`src/rtl/core/rtcu_pkg.sv`:
```
// Shared types, register codes and mode-word masks for the root counter timer unit.
package rtcu_pkg;

	localparam int NUM_TIMERS_DEF = 3;
	localparam int PIXEL_DIV_DEF  = 5;
	localparam int EIGHTH_DIV_DEF = 8;

	localparam int CNT_W   = 16;
	localparam int PRE_W   = 12;
	localparam int IRQ_W   = 3;
	localparam int CFG_IDX_W = 2;

	localparam logic [PRE_W-1:0] HSYNC_DIV_RESET = 12'd2146;
	localparam int HALVE_TIMER = 2;

	typedef enum logic [1:0] {
		KIND_TICK  = 2'd0,
		KIND_READ  = 2'd1,
		KIND_WRITE = 2'd2
	} kind_t;

	typedef enum logic [1:0] {
		REG_COUNT  = 2'd0,
		REG_MODE   = 2'd1,
		REG_TARGET = 2'd2
	} reg_sel_t;

	typedef enum logic [CFG_IDX_W-1:0] {
		CFG_HSYNC_DIV = 2'd0,
		CFG_HALVE_RD  = 2'd1
	} cfg_idx_t;

	localparam logic [CNT_W-1:0] M_STOP       = 16'h0001;
	localparam logic [CNT_W-1:0] M_TO_TARGET  = 16'h0008;
	localparam logic [CNT_W-1:0] M_IRQ_TARGET = 16'h0010;
	localparam logic [CNT_W-1:0] M_IRQ_OVF    = 16'h0020;
	localparam logic [CNT_W-1:0] M_REGEN      = 16'h0040;
	localparam logic [CNT_W-1:0] M_CLK_A      = 16'h0100;
	localparam logic [CNT_W-1:0] M_CLK_B      = 16'h0200;
	localparam logic [CNT_W-1:0] M_IRQREQ     = 16'h0400;
	localparam logic [CNT_W-1:0] M_HIT_TARGET = 16'h0800;
	localparam logic [CNT_W-1:0] M_HIT_OVF    = 16'h1000;
	localparam logic [CNT_W-1:0] M_READ_CLEAR = 16'he7ff;

	// One timer's share of the current beat.
	typedef struct packed {
		logic             tick;
		logic             access;
		logic             is_write;
		logic [1:0]       reg_sel;
		logic [CNT_W-1:0] data;
	} tmr_cmd_t;

endpackage

```
`src/rtl/core/rtcu_timer.sv`:
```
// One 16-bit timer: prescaler, count, target compare, status flags and irq logic.
module rtcu_timer #(
	parameter int TIMER_ID   = 0,
	parameter int PIXEL_DIV  = rtcu_pkg::PIXEL_DIV_DEF,
	parameter int EIGHTH_DIV = rtcu_pkg::EIGHTH_DIV_DEF
) (
	input  logic                           clk,
	input  logic                           arst_n,
	input  rtcu_pkg::tmr_cmd_t             cmd,
	input  logic [rtcu_pkg::PRE_W-1:0]     hsync_div,
	input  logic                           halve_rd,
	output logic [rtcu_pkg::CNT_W-1:0]     rd_data,
	output logic                           irq
);

	localparam int CW = rtcu_pkg::CNT_W;
	localparam int PW = rtcu_pkg::PRE_W;

	logic [CW-1:0] count_q, mode_q, target_q;
	logic [PW-1:0] pre_q;
	logic          fired_q, heading_q;

	logic [CW-1:0] count_d, mode_d, target_d;
	logic [PW-1:0] pre_d;
	logic          fired_d, heading_d;

	logic [PW-1:0] rate;
	logic [PW:0]   pre_inc;
	logic [CW:0]   next_cnt;
	logic          hit_target;

	// Prescale rate; zero means stopped
	always_comb begin
		rate = PW'(1);
		if (TIMER_ID == 0) begin
			if ((mode_q & rtcu_pkg::M_CLK_A) != '0)
				rate = PW'(PIXEL_DIV);
		end else if (TIMER_ID == 1) begin
			if ((mode_q & rtcu_pkg::M_CLK_A) != '0)
				rate = (hsync_div == '0) ? PW'(1) : hsync_div;
		end else begin
			if ((mode_q & rtcu_pkg::M_STOP) != '0)
				rate = '0;
			else if ((mode_q & rtcu_pkg::M_CLK_B) != '0)
				rate = PW'(EIGHTH_DIV);
		end
	end

	assign pre_inc    = {1'b0, pre_q} + (PW+1)'(1);
	assign next_cnt   = {1'b0, count_q} + (CW+1)'(1);
	assign hit_target = heading_q && (next_cnt == {1'b0, target_q});

	// Read value
	always_comb begin
		case (cmd.reg_sel)
			rtcu_pkg::REG_COUNT: begin
				rd_data = count_q;
				if (halve_rd && TIMER_ID == rtcu_pkg::HALVE_TIMER && heading_q)
					rd_data = count_q >> 1;
			end
			rtcu_pkg::REG_MODE:   rd_data = mode_q;
			rtcu_pkg::REG_TARGET: rd_data = target_q;
			default:              rd_data = '0;
		endcase
	end

	always_comb begin
		count_d   = count_q;
		mode_d    = mode_q;
		target_d  = target_q;
		pre_d     = pre_q;
		fired_d   = fired_q;
		heading_d = heading_q;
		irq       = 1'b0;
		if (cmd.tick && rate != '0) begin
			if (pre_inc < {1'b0, rate}) begin
				pre_d = pre_inc[PW-1:0];
			end else begin
				pre_d   = '0;
				count_d = next_cnt[CW-1:0];
				if (hit_target) begin
					mode_d = mode_q | rtcu_pkg::M_IRQREQ | rtcu_pkg::M_HIT_TARGET;
					if ((mode_q & rtcu_pkg::M_TO_TARGET) != '0)
						count_d = '0;
					else
						heading_d = 1'b0;
					if ((mode_q & rtcu_pkg::M_IRQ_TARGET) != '0 &&
					    ((mode_q & rtcu_pkg::M_REGEN) != '0 || !fired_q)) begin
						irq     = 1'b1;
						fired_d = 1'b1;
					end
				end else if (next_cnt[CW]) begin
					mode_d  = mode_q | rtcu_pkg::M_IRQREQ | rtcu_pkg::M_HIT_OVF;
					count_d = '0;
					if (target_q != '0)
						heading_d = 1'b1;
					if ((mode_q & rtcu_pkg::M_IRQ_OVF) != '0 &&
					    ((mode_q & rtcu_pkg::M_REGEN) != '0 || !fired_q)) begin
						irq     = 1'b1;
						fired_d = 1'b1;
					end
				end
			end
		end else if (cmd.access && !cmd.is_write) begin
			// Reading mode acknowledges the hit flags
			if (cmd.reg_sel == rtcu_pkg::REG_MODE)
				mode_d = mode_q & rtcu_pkg::M_READ_CLEAR;
		end else if (cmd.access && cmd.is_write) begin
			case (cmd.reg_sel)
				rtcu_pkg::REG_COUNT: begin
					count_d   = cmd.data;
					pre_d     = '0;
					heading_d = cmd.data < target_q;
				end
				rtcu_pkg::REG_MODE: begin
					mode_d    = cmd.data;
					count_d   = '0;
					pre_d     = '0;
					fired_d   = 1'b0;
					heading_d = target_q != '0;
				end
				rtcu_pkg::REG_TARGET: begin
					target_d  = cmd.data;
					pre_d     = '0;
					heading_d = count_q < cmd.data;
				end
				default: ;
			endcase
		end
	end

	always_ff @(posedge clk or negedge arst_n) begin
		if (!arst_n) begin
			count_q   <= '0;
			mode_q    <= '0;
			target_q  <= '0;
			pre_q     <= '0;
			fired_q   <= 1'b0;
			heading_q <= 1'b0;
		end else begin
			count_q   <= count_d;
			mode_q    <= mode_d;
			target_q  <= target_d;
			pre_q     <= pre_d;
			fired_q   <= fired_d;
			heading_q <= heading_d;
		end
	end

endmodule

```
`src/rtl/core/triple_root_counter_timer_unit.sv`:
```
// Top level of the three-timer root counter unit with stream and config ports.
// One beat in, one beat out, one beat per clock sustained while m_axis_tready is
// high. A beat (tick, register read or register write) is captured in the input
// register, worked in a single pass by the per-timer next-state logic, and lands
// in the result register, which drives the master side, once that register is
// free or being drained. The input
// register keeps taking beats while a result waits for m_axis_tready, until both
// registers are full. The config port takes a write every cycle (cfg_ready is
// tied high); change it only while no beat is in flight. Register index 0 holds
// the hsync divider (12 bits, zero acts as one), index 1 the halved count read
// enable for timer 2; other indexes are dropped.
module triple_root_counter_timer_unit #(
	parameter int NUM_TIMERS = rtcu_pkg::NUM_TIMERS_DEF,
	parameter int PIXEL_DIV  = rtcu_pkg::PIXEL_DIV_DEF,
	parameter int EIGHTH_DIV = rtcu_pkg::EIGHTH_DIV_DEF
) (
	input  logic                              clk,
	input  logic                              arst_n,
	input  logic                              s_axis_tvalid,
	output logic                              s_axis_tready,
	input  logic [15:0]                       s_axis_tdata,  // write_data[15:0]
	input  logic [5:0]                        s_axis_tuser,  // kind[1:0], timer_select[3:2],
	                                                         // reg_select[5:4]
	output logic                              m_axis_tvalid,
	input  logic                              m_axis_tready,
	output logic [23:0]                       m_axis_tdata,  // read_data[15:0],
	                                                         // irq_pulses[18:16], zeros
	input  logic                              cfg_valid,
	output logic                              cfg_ready,
	input  logic [rtcu_pkg::CFG_IDX_W-1:0]    cfg_index,
	input  logic [rtcu_pkg::PRE_W-1:0]        cfg_data
);

	localparam int CW = rtcu_pkg::CNT_W;

	// Input register
	logic          valid_s1;
	logic [1:0]    kind_s1, tsel_s1, rsel_s1;
	logic [CW-1:0] data_s1;

	// Result register
	logic                        out_valid_q;
	logic [CW-1:0]               rd_q;
	logic [rtcu_pkg::IRQ_W-1:0]  irq_q;

	logic [rtcu_pkg::PRE_W-1:0]  hsync_q;
	logic                        halve_q;

	logic                        advance;
	logic                        in_beat;
	rtcu_pkg::tmr_cmd_t          cmd   [NUM_TIMERS];
	logic [CW-1:0]               rd_arr[NUM_TIMERS];
	logic [NUM_TIMERS-1:0]       irq_arr;
	logic [CW-1:0]               rd_mux;
	logic [rtcu_pkg::IRQ_W-1:0]  irq_mux;

	// Work the held beat whenever the result register is free or being drained
	assign advance       = valid_s1 && (!out_valid_q || m_axis_tready);
	assign s_axis_tready = !valid_s1 || advance;
	assign in_beat       = s_axis_tvalid && s_axis_tready;

	assign m_axis_tvalid = out_valid_q;
	assign m_axis_tdata  = {5'd0, irq_q, rd_q};
	assign cfg_ready     = 1'b1;

	always_ff @(posedge clk or negedge arst_n) begin
		if (!arst_n) begin
			valid_s1 <= 1'b0;
		end else if (in_beat) begin
			valid_s1 <= 1'b1;
		end else if (advance) begin
			valid_s1 <= 1'b0;
		end
	end

	always_ff @(posedge clk) begin
		if (in_beat) begin
			kind_s1 <= s_axis_tuser[1:0];
			tsel_s1 <= s_axis_tuser[3:2];
			rsel_s1 <= s_axis_tuser[5:4];
			data_s1 <= s_axis_tdata;
		end
	end

	// Config registers
	always_ff @(posedge clk or negedge arst_n) begin
		if (!arst_n) begin
			hsync_q <= rtcu_pkg::HSYNC_DIV_RESET;
			halve_q <= 1'b0;
		end else if (cfg_valid) begin
			case (cfg_index)
				rtcu_pkg::CFG_HSYNC_DIV: hsync_q <= cfg_data;
				rtcu_pkg::CFG_HALVE_RD:  halve_q <= cfg_data[0];
				default: ;
			endcase
		end
	end

	// Fan the beat out to the timers; a tick goes to all, an access to one
	genvar gi;
	generate
		for (gi = 0; gi < NUM_TIMERS; gi++) begin : g_tmr
			always_comb begin
				cmd[gi].tick     = advance && (kind_s1 == rtcu_pkg::KIND_TICK);
				cmd[gi].access   = advance && (tsel_s1 == 2'(gi)) &&
				                   (kind_s1 == rtcu_pkg::KIND_READ ||
				                    kind_s1 == rtcu_pkg::KIND_WRITE);
				cmd[gi].is_write = (kind_s1 == rtcu_pkg::KIND_WRITE);
				cmd[gi].reg_sel  = rsel_s1;
				cmd[gi].data     = data_s1;
			end

			rtcu_timer #(
				.TIMER_ID   (gi),
				.PIXEL_DIV  (PIXEL_DIV),
				.EIGHTH_DIV (EIGHTH_DIV)
			) u_timer (
				.clk       (clk),
				.arst_n    (arst_n),
				.cmd       (cmd[gi]),
				.hsync_div (hsync_q),
				.halve_rd  (halve_q),
				.rd_data   (rd_arr[gi]),
				.irq       (irq_arr[gi])
			);
		end
	endgenerate

	// Result: read data only for a read of an existing timer, irqs only on a tick
	always_comb begin
		rd_mux  = '0;
		irq_mux = '0;
		for (int i = 0; i < NUM_TIMERS; i++) begin
			if (kind_s1 == rtcu_pkg::KIND_READ && tsel_s1 == 2'(i))
				rd_mux = rd_arr[i];
			if (kind_s1 == rtcu_pkg::KIND_TICK)
				irq_mux[i] = irq_arr[i];
		end
	end

	always_ff @(posedge clk or negedge arst_n) begin
		if (!arst_n) begin
			out_valid_q <= 1'b0;
		end else if (advance) begin
			out_valid_q <= 1'b1;
		end else if (m_axis_tready) begin
			out_valid_q <= 1'b0;
		end
	end

	always_ff @(posedge clk) begin
		if (advance) begin
			rd_q  <= rd_mux;
			irq_q <= irq_mux;
		end
	end

endmodule

```
`config.mk`:
```
export PLATFORM = sky130hd
export DESIGN_NAME = triple_root_counter_timer_unit
export DESIGN_NICKNAME = d
export VERILOG_FILES = /design/src/rtl/core/rtcu_pkg.sv /design/src/rtl/core/rtcu_timer.sv /design/src/rtl/core/triple_root_counter_timer_unit.sv
export SDC_FILE = /design/constraint.sdc
export NUM_CORES = 1
export LEC_CHECK = 0
export ABC_CLOCK_PERIOD_IN_PS = 5330
export BUFFER_PORTS_ARGS = -buffer_cell sky130_fd_sc_hd__buf_2
export CORE_ASPECT_RATIO = 0.7
export CORE_MARGIN = 5
export CORE_UTILIZATION = 23
export CTS_CLUSTER_SIZE = 16
export DETAILED_ROUTE_END_ITERATION = 16
export HOLD_SLACK_MARGIN = 0.12
export PLACE_DENSITY = 0.38
export SLEW_MARGIN = 20
export SYNTH_ARGS = -nofsm -noshare
export SYNTH_HDL_FRONTEND = slang
export SYNTH_SLANG_ARGS = --single-unit
```
`constraint.sdc`:
```
create_clock -name clk -period 5.33 [get_ports clk]
set_input_delay 1.066 -clock clk [delete_from_list [all_inputs] [get_ports clk]]
set_output_delay 1.066 -clock clk [all_outputs]
set_load 0.02 [all_outputs]
```
After elaboration in Yosys (flattened, before gate mapping)
Index checks and enable logic that the tools add are counted.
W data, S select, Z words.
{ "word_totals": {"mem_count": 0, "register_bits": 242, "latch_bits": 0, "elab_cells": 347, "out_inout_bits": 27, "ramBits": 0, "inputBits": 41, "rom_bits": 0} }
{ "classes": {"n_eq_ne": 44, "div": 0, "shift": 0, "n_bitwise": 7, "n_lt_le_gt_ge": 9, "n_reduce_logical": 107, "mul": 0, "n_addsub": 6, "mux": 135} }
{ "op_table": {"columns": ["operator", "count"], "rows": [
  ["$mux W16", 41],
  ["$mux W12", 15],
  ["$pmux W16 S3", 3],
  ["$lt A16 B16 Y1", 6],
  ["$mux W1", 65],
  ["$mux W13", 4],
  ["$add A16 B1 Y17 const B", 3],
  ["$eq A17 B16 Y1", 3],
  ["$reduce_bool A16 Y1", 3],
  ["$reduce_and A7 Y1", 6],
  ["$reduce_and A4 Y1", 10],
  ["$add A12 B1 Y13 const B", 3],
  ["$lt A13 B12 Y1", 3],
  ["$reduce_bool A12 Y1", 3],
  ["$pmux W16 S2", 1],
  ["$logic_and A1 B1 Y1", 31],
  ["$ne A3 B2 Y1 const B", 10],
  ["$reduce_and A5 Y1", 6],
  ["$reduce_bool A2 Y1", 11],
  ["$ne A2 B1 Y1 const B", 9],
  ["$ne A3 B3 Y1 const B", 6],
  ["$reduce_bool A3 Y1", 6],
  ["$logic_not A12 Y1", 1],
  ["$ne A2 B2 Y1 const B", 6],
  ["15 further kinds", 53]
]} }

Longest topological paths before layout
{ "depth": {"word_depth": 9, "ltp_mapped": 15, "mapped_depth_nobuf": 13} }

Hierarchy
A second synthesis with hierarchy kept.
{ "unflattened": {"cells_unflattened": 1984, "area_unflattened_um2": 17486.8} }
{ "by_module_without_submodules": {"columns": ["mod", "n_inst", "seq_area_each_um2", "area_each_um2", "cells_per_inst"], "rows": [
  ["rtcu_timer at g_tmr[1].u_timer", 1, 1551.5, 5266.3, 649],
  ["rtcu_timer at g_tmr[2].u_timer", 1, 1551.5, 5042.3, 597],
  ["rtcu_timer at g_tmr[0].u_timer", 1, 1551.5, 4780.8, 580],
  ["triple_root_counter_timer_unit", 1, 1611.5, 2397.3, 158]
]} }

Worst setup path after synthesis
Ideal clock, no wire load.
{ "synth_timing": {"path_kind": "input -> register", "startpoint": "input port m_axis_tready", "endpoint": "register g_tmr[1].u_timer.mode_q[13]", "t_arrival_ns": 3.486, "path_buffers": 3, "setup_time_ns": 0.125, "stages": 9, "required_time_ns": 5.205, "setup_slack_ns": 1.719, "path_cell_list": "nand2b_1 -> and2_1 -> clkbuf_1 -> nand3_1 -> nor2_1 -> and2_1 -> clkbuf_1 -> buf_1 -> mux2_2"} }
{ "synth_between": {"elab_chain_len": 7, "elab_cells_between_ends": 12, "classes_between": "1 x mux; 2 x bitwise; 9 x reduce/logical"} }
{ "synth_lines": {"columns": ["item", "line_no", "text"], "rows": [
  ["start: declaration", "triple_root_counter_timer_unit.sv:25", "input logic m_axis_tready,"],
  ["$logic_or A1 B1 Y1 (*)", "triple_root_counter_timer_unit.sv:58", "assign advance = valid_s1 && (!out_valid_q || m_axis_tready);"],
  ["$logic_and A1 B1 Y1 (*)", "triple_root_counter_timer_unit.sv:58", null],
  ["via advance", "triple_root_counter_timer_unit.sv:49", "logic advance;"],
  ["$logic_and A1 B1 Y1 (2 in a row)", "triple_root_counter_timer_unit.sv:105", "cmd[gi].access = advance && (tsel_s1 == 2'(gi)) &&"],
  ["$logic_and A1 B1 Y1", "rtcu_timer.sv:104", "end else if (cmd.access && !cmd.is_write) begin"],
  ["$not A1 Y1 (no source line)", null, null],
  ["$reduce_and A4 Y1 (no source line)", null, null],
  ["end signal: assignment", "rtcu_timer.sv:142", "mode_q <= mode_d;"],
  ["end: declaration", "rtcu_timer.sv:19", "logic [CW-1:0] count_q, mode_q, target_q;"]
]} }
The timed path passes the listed nets; every way through them passes the cells marked *.
A chain may end at the register's enable or synchronous reset.

Worst setup path after layout
{ "layout_timing": {"startpoint": "register g_tmr[1].u_timer.pre_q[0]", "endpoint": "register g_tmr[1].u_timer.count_q[7]"} }
{ "layout_between": {"elab_chain_len": 4} }
{ "layout_lines": {"columns": ["item", "line_no", "text"], "rows": [
  ["start: declaration", "rtcu_timer.sv:20", "logic [PW-1:0] pre_q;"],
  ["start signal: assignment", "rtcu_timer.sv:144", "pre_q <= pre_d;"],
  ["$add A12 B1 Y13", "rtcu_timer.sv:49", "assign pre_inc = {1'b0, pre_q} + (PW+1)'(1);"],
  ["$lt A13 B12 Y1", "rtcu_timer.sv:76", "if (pre_inc < {1'b0, rate}) begin"],
  ["$ne A2 B2 Y1 (no source line)", null, null],
  ["$reduce_and A4 Y1 (no source line)", null, null],
  ["end signal: assignment", "rtcu_timer.sv:141", "count_q <= count_d;"],
  ["end: declaration", "rtcu_timer.sv:19", null]
]} }
No other way between the ends.

==> results.yml <==
power:
  max-vdd-ir-drop_mv: 0.305
  cellPowerDensity_mw_per_mm2: 391
  p_clk_share_pct: 29.0
  power_mw: 7.46
  leakage_nw: 7.85
  switchingPower_mw: 3.08
  p_sw_share_pct: 41.3
  pwr-share-comb_pct: 30.4
  p_int_mw: 4.38
  power_frac_seq_pct: 40.6
routing:
  drt_iter0_markers: 1685
  drcViolationCount: 0
  avgRoutedWirePerCell_um: 24.7
  postRouteAntennaNets: 0
  avgViaCountPerCell: 5.33
  dr.pass1.iters: 8
  drt_wl_total_um: 71200
  num_vias: 15300
sta:
  hold_slack_ns: 0.436
  clock_skew_ns: 0.0323
  slew_headroom_pct: 32.0
  hold_viol: 0
  fin_ws_ns: 1.20
  tightest_slew_ns: 1.02
  setup_viol: 0
  rsz0062_at_grt: "no"
  setup_tns_ns: 0
  period_minus_slack_ns: 4.13
  fmax_ghz: 0.242
  final_max_slew_viol_count: 0
  timing.final.crit_share_pct: 77.5
global_route:
  grt-ovfl-total: 0
  antenna_found_initial: 3
  grt_pass1_wl_um: 103000
  grt_max_degree: 88
  grt_usage_pct: 17.4
  first_global_vias: 14600
clock_tree:
  clkLatencyLatePin_ns: 0.61
  clockRootBuffer: "clkbuf_16"
  tritoncts: "built"
  cts_buffers: 30
  cts_resized: 0
  clock_path_buffers: 3
  cts.sinks: 242
  cts_setup_buffers: 0
  clkSlewWorstSetupHoldPaths_ns: 0.07
  ctsHoldBuffers: 0
  htree_levels: 1
cells_and_area:
  drive_gt1_share_pct: 12.8
  fill_cells: 7751
  area_growth_pct: 13.9
  fin_nets: 2043
floorplan:
  rows: 82
  initial_core_util_pct: 23.3
  die_area_mm2: 0.0784
  die_w_um: 333
  dieHeight_um: 236
  ios: 68
  coreArea_mm2: 0.0718
yosys:
  yosys.area.top_type: "dfrtp_1"
  ys_seq_area_share_pct: 37.4
  netlist_instances: 1876
  synth_top_area_share_pct: 29.4
  synth_ff_type: "dfrtp_1"
  yosys_register_bits: 242
  syn_area_per_cell_um2: 8.93
  yosys-top-cells-area: "dfrtp_1 29%, ha_1 8.7%, edfxtp_1 7.4%"
  ys_warn_count: 0
  syn_area_mm2: 0.0167
  ys_types: 84
  yosysMostFrequentCell: "nand2_1"
  yosys-top-cells-count: "203 x nand2_1, 197 x dfrtp_1, 140 x o21ai_0"
  async_flop_share_pct: 83.1
  synth-edff-count: 41
setup_path:
  startpoint_type: "register"
  worst_ep_required_time_ns: 5.80
  critPathLaunch: "g_tmr[1].u_timer.pre_q[0]"
  cp-end-kind: "register"
  path_class: "register to register"
  r2r-start: "g_tmr[1].u_timer.pre_q[0]"
  cp_max_fo: 17
  cp.arrival_ns: 4.60
  reg2reg_depth: 12
place:
  place_worst_setup_slack_ns: 1.24
  place_congestion: 0.882
  io_buffer_count: 61
  hpwl_um: 51800
run:
  maxCapViolations: 0
outcome:
  run_status: "finished, final reports clean"
min_path:
  hold_path.class: "primary input to async pin"
-- power groups by stage --
stage / Sequential [mW] / Combinational (mW) / Clock, mW
floorplan: 2.50 / 1.85 / 0
CTS: 3.00 / 2.24 / 2.23
detailed placement: 3.03 / 2.22 / 0
global placement: 3.03 / 2.19 / 0
global route: 3.07 / 2.51 / 2.29
finish: 3.03 / 2.27 / 2.17
-- stage by stage --
step / utilization [%] / std cells / cell area, um2
floorplan: - / 1880 / 16800
global placement: 25.1 / 2819 / 18000
detailed placement: 25.1 / 2819 / 18000
CTS: 26.5 / 2875 / 19100
global route: 26.5 / 2875 / 19100
finish: 26.6 / 2877 / 19100
-- per-layer routing --
layer	part of all wire (%)	track usage [%]	up-vias
met2	38	23.0	638
met5	0.017	0	-
met1	50	27.0	7621
li1	-	-	6977
met4	1.9	3.45	2
met3	9.8	5.82	90
-- critical path: stages (launching register included) --
cell      delay, ns
dfrtp_1        0.46
ha_1           0.30
nand2_1        0.10
nor4_1         0.62
xor2_1         0.15
ha_1           0.33
a21o_1         0.16
a211oi_1       0.22
nand2_1        0.13
or3_1          0.70
and2_1         0.43
a32oi_1        0.28
o211ai_1       0.12
-- final cells by class --
cell class | count | area, um2 | area share [%]
tap | 966 | 1210 | 6.34
sequential | 242 | 6270 | 32.9
multi-input combinational | 1407 | 9570 | 50.2
clock inverter | 21 | 236 | 1.24
clock buffer | 35 | 779 | 4.09
antenna | 2 | 5.00 | 0.0262
timing repair buffer | 100 | 621 | 3.25
inverter | 104 | 390 | 2.05
-- worst paths after layout --
| check | slack, ns | end |
|---|---|---|
| setup / recovery | 1.20 | g_tmr[1].u_timer.count_q[7] |
| hold / removal | 0.44 | g_tmr[1].u_timer.target_q[9] |
| setup reg to reg | 1.20 | g_tmr[1].u_timer.count_q[7] |
| hold reg to reg | 0.50 | g_tmr[2].u_timer.mode_q[15] |
| max in group asynchronous | 3.76 | g_tmr[0].u_timer.target_q[12] |
| min in group clk | 0.50 | g_tmr[2].u_timer.mode_q[15] |
-- flip-flops by register name (all words and copies together) (netlist names) --
name	flops
data_s1	16
tsel_s1	2
g_tmr.u_timer.heading_q	3
m_axis_tvalid	1
kind_s1	2
g_tmr.u_timer.mode_q	48
irq_q	3
valid_s1	1
g_tmr.u_timer.count_q	48
g_tmr.u_timer.fired_q	3
rsel_s1	2
rd_q	16
g_tmr.u_timer.target_q	48
halve_q	1
g_tmr.u_timer.pre_q	36
hsync_q	12
-- cell usage in the layout (no fill, tap or decap), types with 39 or more instances in the layout --
cell,count
mux2_2,57
nor3_1,41
nand2_1,203
inv_1,104
a31oi_1,39
a21oi_1,81
dfrtp_1,197
buf_2,60
nand3_1,69
nand4_1,52
xnor2_1,49
ha_1,114
nor2_1,88
o21ai_0,140
edfxtp_1,41
-- cell families (layout without fill, tap and decap cells) --
logic type / Yosys count / count (layout) / synth area share (%)
mux: 65 / 65 / 4.31
buf+inv: 231 / 260 / 5.76
compound gates: 512 / 512 / 20.2
fa+ha+maj: 117 / 117 / 8.74
flops: 242 / 242 / 37.4
other cells: 2 / 8 / 0.0448
simple gates: 633 / 633 / 19.6
xor+xnor: 74 / 74 / 3.87
No activity file was read; power rests on OpenSTA's default activity.
